$ cat config.mk
export PLATFORM = sky130hd
export DESIGN_NAME = modular_exponentiation_core
export DESIGN_NICKNAME = d
export VERILOG_FILES = /design/src/hw/rtl/mexp_pkg.sv /design/src/hw/rtl/mexp_datapath.sv /design/src/hw/rtl/mexp_ctrl.sv /design/src/hw/rtl/modular_exponentiation_core.sv
export SDC_FILE = /design/constraint.sdc
export NUM_CORES = 1
export LEC_CHECK = 0
export BUFFER_PORTS_ARGS = -buffer_cell sky130_fd_sc_hd__buf_2
export CORE_ASPECT_RATIO = 0.8
export CORE_MARGIN = 3
export CORE_UTILIZATION = 65
export CTS_CLUSTER_SIZE = 10
export DETAILED_ROUTE_END_ITERATION = 7
export GPL_TIMING_DRIVEN = 1
export PLACE_DENSITY = 0.85
export RECOVER_POWER = 50
export SETUP_SLACK_MARGIN = 0.2
export SLEW_MARGIN = 5
export SYNTH_ARGS = -nofsm -noshare
export SYNTH_HDL_FRONTEND = slang
export SYNTH_SLANG_ARGS = --single-unit
$ cat constraint.sdc
create_clock -name aclk -period 21.3 [get_ports aclk]
set_input_delay 5.325 -clock aclk [delete_from_list [all_inputs] [get_ports aclk]]
set_output_delay 5.325 -clock aclk [all_outputs]
set_load 0.05 [all_outputs]
$ cat src/hw/rtl/mexp_pkg.sv
`timescale 1ns / 1ps

package mexp_pkg;

    localparam int unsigned WordW  = 64;
    localparam int unsigned StepW  = 6;

    // operand routing for one shift-and-add step of the modular multiplier
    typedef enum logic [1:0] {
        OP_REDUCE  = 2'd0,
        OP_MUL_ACC = 2'd1,
        OP_SQUARE  = 2'd2
    } op_t;

    typedef struct packed {
        logic load;
        logic step;
        op_t  op;
        logic start_mul;
        logic commit_base;
        logic commit_acc;
        logic shift_exp;
        logic emit;
    } ctl_cmd_t;

    typedef struct packed {
        logic exp_zero;
        logic exp_lsb;
    } dp_status_t;

endpackage

$ cat src/hw/rtl/mexp_datapath.sv
`timescale 1ns / 1ps

module mexp_datapath (
    input  logic                            aclk,
    input  logic                            aresetn,
    input  logic                            cfg_we,
    input  logic [mexp_pkg::WordW-1:0]      cfg_modulus,
    input  logic [mexp_pkg::WordW-1:0]      in_base,
    input  logic [mexp_pkg::WordW-1:0]      in_exponent,
    input  mexp_pkg::ctl_cmd_t              cmd,
    output mexp_pkg::dp_status_t            status,
    output logic [mexp_pkg::WordW-1:0]      result
);

    localparam int unsigned W = mexp_pkg::WordW;

    logic [W-1:0]   mod_reg;
    logic [W-1:0]   base_reg;
    logic [W-1:0]   acc_reg;
    logic [W-1:0]   exp_reg;
    logic [W-1:0]   mb_reg;
    logic [W-1:0]   r_reg;
    logic [W-1:0]   out_reg;

    logic [W-1:0]   operand;
    logic [W-1:0]   addend;
    logic [W+1:0]   t_sum;
    logic [W+1:0]   m1;
    logic [W+1:0]   m2;
    logic [W-1:0]   r_next;

    // modulus register, the one configuration register
    always_ff @(posedge aclk) begin
        if (!aresetn) begin
            mod_reg <= W'(2);
        end else if (cfg_we) begin
            mod_reg <= cfg_modulus;
        end
    end

    always_comb begin
        operand = base_reg;
        unique case (cmd.op)
            mexp_pkg::OP_MUL_ACC: operand = acc_reg;
            mexp_pkg::OP_SQUARE:  operand = base_reg;
            default:              operand = base_reg;
        endcase
    end

    // reduction feeds the base in one bit at a time, multiplies add the operand
    always_comb begin
        if (cmd.op == mexp_pkg::OP_REDUCE) begin
            addend = {{(W-1){1'b0}}, mb_reg[W-1]};
        end else begin
            addend = mb_reg[W-1] ? operand : '0;
        end
    end

    // t = 2r + addend stays below 3m, so at most two moduli come off
    always_comb begin
        m1    = {2'b00, mod_reg};
        m2    = {1'b0, mod_reg, 1'b0};
        t_sum = {1'b0, r_reg, 1'b0} + {2'b00, addend};
        if (t_sum >= m2) begin
            r_next = W'(t_sum - m2);
        end else if (t_sum >= m1) begin
            r_next = W'(t_sum - m1);
        end else begin
            r_next = W'(t_sum);
        end
    end

    always_ff @(posedge aclk) begin
        if (cmd.load) begin
            mb_reg  <= in_base;
            r_reg   <= '0;
            exp_reg <= in_exponent;
            acc_reg <= W'(1);
        end
        if (cmd.step) begin
            r_reg  <= r_next;
            mb_reg <= {mb_reg[W-2:0], 1'b0};
        end
        if (cmd.start_mul) begin
            r_reg  <= '0;
            mb_reg <= base_reg;
        end
        if (cmd.commit_base) begin
            base_reg <= r_next;
        end
        if (cmd.commit_acc) begin
            acc_reg <= r_next;
        end
        if (cmd.shift_exp) begin
            exp_reg <= {1'b0, exp_reg[W-1:1]};
        end
        if (cmd.emit) begin
            // a modulus below two gives zero throughout
            out_reg <= (mod_reg < W'(2)) ? '0 : acc_reg;
        end
    end

    assign status.exp_zero = (exp_reg == '0);
    assign status.exp_lsb  = exp_reg[0];
    assign result          = out_reg;

endmodule

$ cat src/hw/rtl/mexp_ctrl.sv
`timescale 1ns / 1ps

module mexp_ctrl (
    input  logic                    aclk,
    input  logic                    aresetn,
    input  logic                    s_tvalid,
    output logic                    s_tready,
    output logic                    m_tvalid,
    input  logic                    m_tready,
    input  mexp_pkg::dp_status_t    status,
    output mexp_pkg::ctl_cmd_t      cmd
);

    typedef enum logic [5:0] {
        ST_IDLE    = 6'b000001,
        ST_REDUCE  = 6'b000010,
        ST_CHECK   = 6'b000100,
        ST_MUL_ACC = 6'b001000,
        ST_SQUARE  = 6'b010000,
        ST_FINISH  = 6'b100000
    } state_t;

    state_t                         state_reg;
    state_t                         state_next;
    logic [mexp_pkg::StepW-1:0]     step_cnt_reg;
    logic [mexp_pkg::StepW-1:0]     step_cnt_next;
    logic                           out_valid_reg;
    logic                           out_valid_next;
    logic                           last_step;

    assign last_step = &step_cnt_reg;
    assign s_tready  = (state_reg == ST_IDLE);
    assign m_tvalid  = out_valid_reg;

    always_comb begin
        state_next    = state_reg;
        step_cnt_next = step_cnt_reg;
        cmd           = '0;
        cmd.op        = mexp_pkg::OP_REDUCE;
        unique case (state_reg)
            ST_IDLE: begin
                if (s_tvalid) begin
                    cmd.load      = 1'b1;
                    step_cnt_next = '0;
                    state_next    = ST_REDUCE;
                end
            end
            ST_REDUCE: begin
                cmd.step      = 1'b1;
                cmd.op        = mexp_pkg::OP_REDUCE;
                step_cnt_next = step_cnt_reg + 1'b1;
                if (last_step) begin
                    cmd.commit_base = 1'b1;
                    state_next      = ST_CHECK;
                end
            end
            ST_CHECK: begin
                if (status.exp_zero) begin
                    state_next = ST_FINISH;
                end else begin
                    cmd.start_mul = 1'b1;
                    step_cnt_next = '0;
                    state_next    = status.exp_lsb ? ST_MUL_ACC : ST_SQUARE;
                end
            end
            ST_MUL_ACC: begin
                cmd.step      = 1'b1;
                cmd.op        = mexp_pkg::OP_MUL_ACC;
                step_cnt_next = step_cnt_reg + 1'b1;
                if (last_step) begin
                    // counter wraps to zero for the squaring that follows
                    cmd.commit_acc = 1'b1;
                    cmd.start_mul  = 1'b1;
                    state_next     = ST_SQUARE;
                end
            end
            ST_SQUARE: begin
                cmd.step      = 1'b1;
                cmd.op        = mexp_pkg::OP_SQUARE;
                step_cnt_next = step_cnt_reg + 1'b1;
                if (last_step) begin
                    cmd.commit_base = 1'b1;
                    cmd.shift_exp   = 1'b1;
                    state_next      = ST_CHECK;
                end
            end
            ST_FINISH: begin
                // wait until the output register is free
                if (!out_valid_reg || m_tready) begin
                    cmd.emit   = 1'b1;
                    state_next = ST_IDLE;
                end
            end
            default: begin
                state_next = ST_IDLE;
            end
        endcase
    end

    always_comb begin
        if (cmd.emit) begin
            out_valid_next = 1'b1;
        end else if (m_tready) begin
            out_valid_next = 1'b0;
        end else begin
            out_valid_next = out_valid_reg;
        end
    end

    always_ff @(posedge aclk) begin
        if (!aresetn) begin
            state_reg     <= ST_IDLE;
            step_cnt_reg  <= '0;
            out_valid_reg <= 1'b0;
        end else begin
            state_reg     <= state_next;
            step_cnt_reg  <= step_cnt_next;
            out_valid_reg <= out_valid_next;
        end
    end

    a_no_overwrite: assert property (@(posedge aclk) disable iff (!aresetn)
        cmd.emit |-> (!out_valid_reg || m_tready))
        else $error("result overwritten while still pending");

    a_mul_starts_clean: assert property (@(posedge aclk) disable iff (!aresetn)
        (state_reg == ST_CHECK && !status.exp_zero) |=> (step_cnt_reg == '0))
        else $error("multiply started with a stale step count");

    a_fell_on_take: assert property (@(posedge aclk) disable iff (!aresetn)
        $fell(out_valid_reg) |-> $past(m_tready))
        else $error("result dropped without being taken");

    a_one_at_a_time: assert property (@(posedge aclk) disable iff (!aresetn)
        (s_tvalid && s_tready) |=> !s_tready)
        else $error("request taken while another is in progress");

endmodule

$ cat src/hw/rtl/modular_exponentiation_core.sv
`timescale 1ns / 1ps
// modular exponentiation core: base^exponent mod modulus, right-to-left
// square-and-multiply on a shift-and-add modular multiplier
// s_ channel: one request per item, base_value in tdata[63:0], exponent in
// tdata[127:64]; s_tready is high only while the core is idle
// m_ channel: one result per request, power_result in tdata[63:0]
// cfg channel: writes the 64-bit modulus, always ready; write only when idle
// operation: the multiplier does one bit of one operand per cycle; the base is
// reduced first, then every exponent bit up to the highest set one is handled
// by a check and a squaring, plus a multiply into the accumulator when that
// bit is set; one request is worked on at a time
// a finished result sits in an output register, so a new request is taken
// while the receiver stalls; the core only waits if a second result is
// ready before the first has been taken
// reset: aresetn low at a clock edge empties the core and sets modulus to 2
// a modulus of 0 or 1 gives a result of 0
module modular_exponentiation_core (
    input  logic            aclk,
    input  logic            aresetn,
    input  logic            s_tvalid,
    output logic            s_tready,
    input  logic [127:0]    s_tdata,    // base_value, exponent
    output logic            m_tvalid,
    input  logic            m_tready,
    output logic [63:0]     m_tdata,    // power_result
    input  logic            cfg_valid,
    output logic            cfg_ready,
    input  logic [63:0]     cfg_data    // modulus
);

    mexp_pkg::ctl_cmd_t     cmd;
    mexp_pkg::dp_status_t   status;

    assign cfg_ready = 1'b1;

    mexp_ctrl u_ctrl (
        .aclk     (aclk),
        .aresetn  (aresetn),
        .s_tvalid (s_tvalid),
        .s_tready (s_tready),
        .m_tvalid (m_tvalid),
        .m_tready (m_tready),
        .status   (status),
        .cmd      (cmd)
    );

    mexp_datapath u_datapath (
        .aclk        (aclk),
        .aresetn     (aresetn),
        .cfg_we      (cfg_valid && cfg_ready),
        .cfg_modulus (cfg_data),
        .in_base     (s_tdata[63:0]),
        .in_exponent (s_tdata[127:64]),
        .cmd         (cmd),
        .status      (status),
        .result      (m_tdata)
    );

endmodule

==> results of run 1 <==
==> cell type report <==
type	instances	share of cell area
Multi-Input combinational cell	2733	0.520
Sequential cell	461	0.356
Timing Repair Buffer	289	0.0427
Clock buffer	90	0.0419
Tap cell	620	0.0222
Inverter	148	0.0159
Clock inverter	4	0.00179
==> cells in the final DEF (no fill, tap or decap), types with 15 or more instances in the layout <==
cell type  instances
nand2_1          478
a21oi_1          326
edfxtp_1         319
buf_2            257
o21ai_0          198
ha_1             192
nor2_1           176
mux2i_1          167
nor2b_1          153
inv_1            147
dfxtp_1          142
xnor2_1           97
a21o_1            96
xor2_1            69
nand3_1           67
mux2_2            64
nor3_1            54
clkbuf_16         52
nand4_1           51
nor4_1            46
clkbuf_1          45
and2_1            44
o21bai_1          32
and3_1            28
o21ai_1           26
a22o_1            24
buf_4             23
a31oi_1           22
o21a_1            22
a211oi_1          22
a31o_2            20
nand2b_1          19
o211ai_1          18
or3_1             16
o31ai_1           15
==> logic make-up (layout without fill, tap and decap cells) <==
family                   count (synthesis)  after routing  synth area share
multiplexers                           236            236            0.0772
XOR/XNOR                               166            166            0.0457
buffers and inverters                  328            531            0.0403
AO/OA/AOI/OAI                          959            959             0.192
adder cells (fa/ha/maj)                195            195            0.0775
flip-flops                             461            461             0.391
other                                    1              1          0.000118
AND/OR/NAND/NOR                       1176           1176             0.176
==> power breakdown <==
part	internal (W)	total, W	switching [W]	leakage [nW]
Clock	0.000464	0.000832	0.000368	0.721
Combinational	0.00110	0.00342	0.00232	10.4
Sequential	0.00119	0.00127	0.0000811	4.16
Total	0.00276	0.00552	0.00276	15.3
==> critical path, delay by kind of cell, from the launching register on <==
family | cells | cell delay, ns
flip-flops | 1 | 0.40
adder cells (fa/ha/maj) | 2 | 0.84
AND/OR/NAND/NOR | 13 | 2.77
AO/OA/AOI/OAI | 10 | 2.66
multiplexers | 2 | 0.82
XOR/XNOR | 1 | 0.49
buffers and inverters | 3 | 1.59
==> synthesized netlist by cell type, types with 96 or more instances <==
library cell  count  area [um2]
dfxtp_1         142        2840
mux2i_1         167        1670
o21ai_0         199         996
ha_1            192        2400
nor2_1          179         672
edfxtp_1        319        9580
clkbuf_1        153         574
inv_1           148         556
a21oi_1         326        1630
xnor2_1          97         850
nand2_1         482        1810
nor2b_1         154         963
a21o_1           96         721
==> per-layer routing <==
| layer | GRT usage | vias to the layer above |
|---|---|---|
| li1 | - | 13200 |
| met4 | 0.0846 | 2 |
| met3 | 0.185 | 158 |
| met1 | 0.604 | 13600 |
| met5 | 0.0114 | - |
| met2 | 0.527 | 2053 |
==> through the flow <==
stage / instances / setup WS [ns] / hold slack, ns / cell area [um2] / util
6_report: 4345 / 11.50 / 0.458 / 34900 / 0.733
5_1_grt: 4345 / 11.17 / 0.476 / 34900 / 0.733
4_1_cts: 4345 / 11.83 / 0.458 / 35000 / 0.734
3_5_place_dp: 4251 / 11.88 / 0.449 / 33400 / 0.702
3_3_place_gp: 4251 / 12.20 / 0.441 / 33400 / 0.702
2_1_floorplan: 3522 / 12.50 / 0.432 / 31800 / -
==> final timing paths <==
kind	startpoint	endpoint	slack, ns	depth (start not counted)
max reg2reg	u_ctrl.state_reg[5]	u_datapath.acc_reg[45]	11.50	31
max	u_ctrl.state_reg[5]	u_datapath.acc_reg[45]	11.50	31
min reg2reg	u_datapath.r_reg[29]	u_datapath.r_reg[29]	0.46	2
min	u_datapath.r_reg[29]	u_datapath.r_reg[29]	0.46	2
==> impl_results.md, run 1 <==
* Post-CTS resize count at 0
* DR iter-0 viols at 4305
* Area of the multi-input gates at 18100 um2
* Final min period at 9.80 ns
* Fillers at 3496
* Highest-delay cell along the critical path: or4_2
* CTS tree: done
* Worst Skew at 0.0496 ns
* Initial Util at 0.667
* Fin. Hold Viols at 0
* Antenna cell count at 0
* Fmax at 0.102 GHz
* Drt total wl at 106000 um
* Max-slew violation count at 336
* H-tree Lvls at 2
* Antenna Violating Nets Remaining at 0
* Met2 wire length at 40400 um
* Met3 WL post-DR at 18700 um
* Pwr per Cell Area at 158 nW/um2
* Unique masters post-synth at 88
* Crit-path max FO at 66
* Mapped cell area at 31800 um2
* Outcome: complete, but fails checks
* # Max-Cap Violations at 6
* Vias at 28900
* CTS Root Cell: clkbuf_16
* Peak supply drop at 0.101 mV
* Kind of critical path: reg2reg
* Nets at 4077
* Clk_lat worst skew at 0.64 ns
* Total grt overflow at 0
* Tcrit/Tclk final at 0.460
* Critical path arrival at 10.30 ns
* Unrepaired setup endpoints after global routing: no
* Initial antenna violation count at 0
* Core area at 47600 um2
* Worst-path clk slew at 0.06 ns
* Area Growth Syn to Fin at 9.88%
* Vias per cell at 6.66
* Syn Inst Count at 3522
* Die Span Y at 204 um
* Clock Path Buffers at 3
* Die area at 51600 um2
* Num Clock Sinks at 461
* CP max stage delay at 0.84 ns
* Num rows at 71
* Post-Syn Nets at 3914
* Hold-fix buffer count after cts at 0
* Total Neg Setup Slack at 0 ns
* Vias in the first global route at 26700
* EDFF count, synth at 319
* Setup Buffers After CTS at 0
* Top sig layer: met5
* Num CTS Buffers at 52
* Worst-Margin Slew at 4.17 ns
* Metal-1 WL at 45100 um
* Most used cell, CP: a21oi_1
* Routability cong. at 1.04
* Layout cell share with drive strength beyond 1 at 0.127
* Worst slew margin at -1.78
* Leakage at 15.3 nW
* Critical Path Source Type: flop
* Synth warn at 0
* Register area share after synthesis at 0.391
* Final Setup Violations at 0
* Overall power at 0.00552 W
* Syn Area/Cell at 9.02 um2
* PortBufs at 262
* Chip width at 253 um
* HP Class: reg2reg
* GR Util All Layers at 0.403
* Largest net degree at the start of global routing at 101
* Average wire per standard cell at 24.5 um
* Async set-or-reset flop fraction in the synthesized netlist at 0
* Drt first pass iters at 6
* Crit end category: flop
* Storage cell area at 12400 um2
* Worst endpoint required time at 21.80 ns
* Most used DFF post-synth: edfxtp_1
* Failing checks: max-capacitance violations, max-slew violations
* Synthesized flop and latch total at 461
* DRC at 0
* DP HPWL at 79600 um
* Io pins at 264
* First-pass GRT wire length at 159000 um
No activity file was read; power rests on OpenSTA's default activity.
==> run 2, diff against run 1 <==
--- a/config.mk
+++ b/config.mk
@@ -8,11 +8,11 @@
 export BUFFER_PORTS_ARGS = -buffer_cell sky130_fd_sc_hd__buf_2
 export CORE_ASPECT_RATIO = 0.8
 export CORE_MARGIN = 3
-export CORE_UTILIZATION = 65
+export CORE_UTILIZATION = 56
 export CTS_CLUSTER_SIZE = 10
 export DETAILED_ROUTE_END_ITERATION = 7
 export GPL_TIMING_DRIVEN = 1
-export PLACE_DENSITY = 0.85
+export PLACE_DENSITY = 0.77
 export RECOVER_POWER = 50
 export SETUP_SLACK_MARGIN = 0.2
 export SLEW_MARGIN = 5
==> constraint.sdc (replaced) <==
create_clock -name aclk -period 9 [get_ports aclk]
set_input_delay 2.25 -clock aclk [delete_from_list [all_inputs] [get_ports aclk]]
set_output_delay 2.25 -clock aclk [all_outputs]
set_load 0.05 [all_outputs]
==> run 2 against run 1 <==
  * The flow still finishes with violations (max-capacitance violations, max-slew violations)
  * Combinational power increased by 150%
  * Largest power group unchanged
  * Maximum frequency rose by 16%
  * Via count shrank 0.30%
  * Critical endpoint is now u_datapath.acc_reg[8]
  * Wire length is 2.4% higher
  * Flip-flop and latch count did not move
==> impl_results.md, run 2 (synthesis results as in run 1) <==
* Outcome: complete, but fails checks
* Failing checks: max-capacitance violations, max-slew violations
* Max-slew violation count at 368 (+9.5%)
* Die area at 59700 um2 (+16%)
* Hold slack at 0.454 ns (-0.00301 ns)
* Fmax at 0.118 GHz (+16%)
* Top sig layer: met4
* Drt first pass iters at 6 (unchanged)
* Num Clock Sinks at 461 (unchanged)
* Core area at 55700 um2 (+17%)
* Setup Buffers After CTS at 0 (unchanged)
* Initial antenna violation count at 1 (+1)
* Pwr per Cell Area at 379 nW/um2 (+140%)
* Post-CTS resize count at 0 (unchanged)
* CTS Root Cell: clkbuf_16
* PortBufs at 262 (unchanged)
* Routability cong. at 1.04 (+0.20%)
* Critical Path Source Type: flop
* Final non-filler cell area at 35400 um2 (+1.4%)
* Highest-delay cell along the critical path: or4_2
* Num CTS Buffers at 53 (+1.9%)
* Most used cell, CP: a21oi_1
* Commonest non-fill, non-tap cells in the layout: nand2_1 (478), a21oi_1 (326), edfxtp_1 (319)
* Average wire per standard cell at 24.1 um (-1.6%)
* Kind of critical path: reg2reg
* Commonest non-fill, non-tap cell in the layout: nand2_1
* Hold-fix buffer count after cts at 0 (unchanged)
* H-tree Lvls at 2 (unchanged)
* Chip width at 272 um (+7.6%)
* Clock Path Buffers at 3 (unchanged)
* Final min period at 8.47 ns (-1.33 ns)
* DP HPWL at 83900 um (+5.4%)
* Placed Area at 33900 um2 (+1.5%)
* CTS tree: done
* Tcrit/Tclk final at 0.941 (+0.481)
* GR Util All Layers at 0.356 (-0.0472)
* Initial Util at 0.571 (-0.0967)
* Leakage at 15.3 nW (+0.61%)
* FF-to-FF setup slack at 0.53 ns (-10.97 ns)
* Final Setup Violations at 0 (unchanged)
* CP delay by family, top: compound AO/OA/AOI/OAI gates
* Unrepaired setup endpoints after global routing: no
* R2r endpoint: u_datapath.acc_reg[8]
* Clk_lat worst skew at 0.63 ns (about the same)
* DRC at 0 (unchanged)
* HP Class: reg2reg
* # Max-Cap Violations at 6 (unchanged)
* Worst endpoint required time at 9.47 ns (-12.33 ns)
* Overall power at 0.0134 W (+140%)
* Metal-1 WL at 50200 um (+11%)
* Largest net degree at the start of global routing at 112 (+11%)
* Peak supply drop at 0.372 mV (+270%)
* Fin. Hold Viols at 0 (unchanged)
* Worst Reg-to-Reg Cells at 29 (-6.5%)
* First-pass GRT wire length at 162000 um (+2.0%)
* Reg-to-Reg Start: u_ctrl.state_reg[5]
* Area Growth Syn to Fin at 11.4%
* Layout cell share with drive strength beyond 1 at 0.123 (-0.00387)
* Hold Startpoint: u_datapath.r_reg[46]
* Io pins at 264 (unchanged)
* Crit-path max FO at 60 (-9.1%)
* Met3 WL post-DR at 16900 um (-9.3%)
* WHS Path Cells at 2 (unchanged)
* Vias per cell at 6.39 (-4.1%)
* Vias in the first global route at 26000 (-2.7%)
* Antenna Violating Nets Remaining at 0 (unchanged)
* Drt total wl at 109000 um (+2.4%)
* Worst-Margin Slew at 4.28 ns (+0.104 ns)
* DR iter-0 viols at 4196 (-2.5%)
* Worst-path clk slew at 0.06 ns (about the same)
* Total grt overflow at 0 (unchanged)
* Total Neg Setup Slack at 0 ns (unchanged)
* Placement-stage worst setup slack at 0.608 ns (-11.27 ns)
* CP max stage delay at 0.68 ns (-0.16 ns)
* Critical path arrival at 8.94 ns (-1.36 ns)
* Worst Skew at 0.0472 ns (-0.00249 ns)
* Crit end category: flop
* Met2 wire length at 39900 um (-1.1%)
* Num rows at 77 (+8.5%)
* Worst slew margin at -1.85 (-0.0693)
* Die Span Y at 219 um (+7.5%)
* Critical path buffer and inverter count at 2 (-1)
* Sink of the worst hold path: u_datapath.r_reg[46]
* Fin worst setup slack at 0.529 ns (-10.97 ns)
* Nets at 4119 (+1.0%)
* Antenna cell count at 0 (unchanged)
* Vias at 28900 (-0.30%)
-- run 2: worst max-delay path by stage --
stage	startpoint	end	slack (ns)	depth (start not counted)
finish	u_ctrl.state_reg[5]	u_datapath.acc_reg[8]	0.53	29
global placement	u_ctrl.state_reg[5]	u_datapath.acc_reg[59]	0.64	30
floorplan	u_ctrl.state_reg[5]	u_datapath.acc_reg[10]	2.01	32
detailed placement	u_ctrl.state_reg[5]	u_datapath.acc_reg[10]	0.61	28
CTS	u_ctrl.state_reg[5]	u_datapath.acc_reg[10]	0.56	29
global route	u_ctrl.state_reg[5]	u_datapath.acc_reg[10]	0.21	28
-- run 2: worst register-to-register path, delay by kind of cell (launching register included) --
kind	cells	cell delay (ns)
compound gates	13	3.43
simple gates	9	2.23
fa+ha+maj	3	1.06
mux	2	0.72
buf+inv	2	0.55
flops	1	0.33
-- run 2: per-stage QoR --
stage | cells | utilization
finish | 4519 | 0.636
global route | 4519 | 0.636
CTS | 4519 | 0.637
detailed placement | 4422 | 0.609
global placement | 4422 | 0.609
floorplan | 3522 | -
-- run 2: layout make-up --
cell class                 count  area, um2
fill                        4785      20300
multi-input combinational   2733      18200
sequential                   461      12400
timing repair buffer         330       1770
clock buffer                  89       1470
tap                          750        938
inverter                     148        556
clock inverter                 8       80.1
-- run 2: per-layer routing --
layer	up-vias	global-route usage
li1	13300	-
met1	13600	0.582
met2	1828	0.449
met3	118	0.114
met4	0	0.0606
met5	-	0
-- run 2: power by group --
group	total, W	internal, W	switching, W
logic	0.00846	0.00288	0.00557
registers	0.00300	0.00282	0.000182
clock network	0.00198	0.00111	0.000871
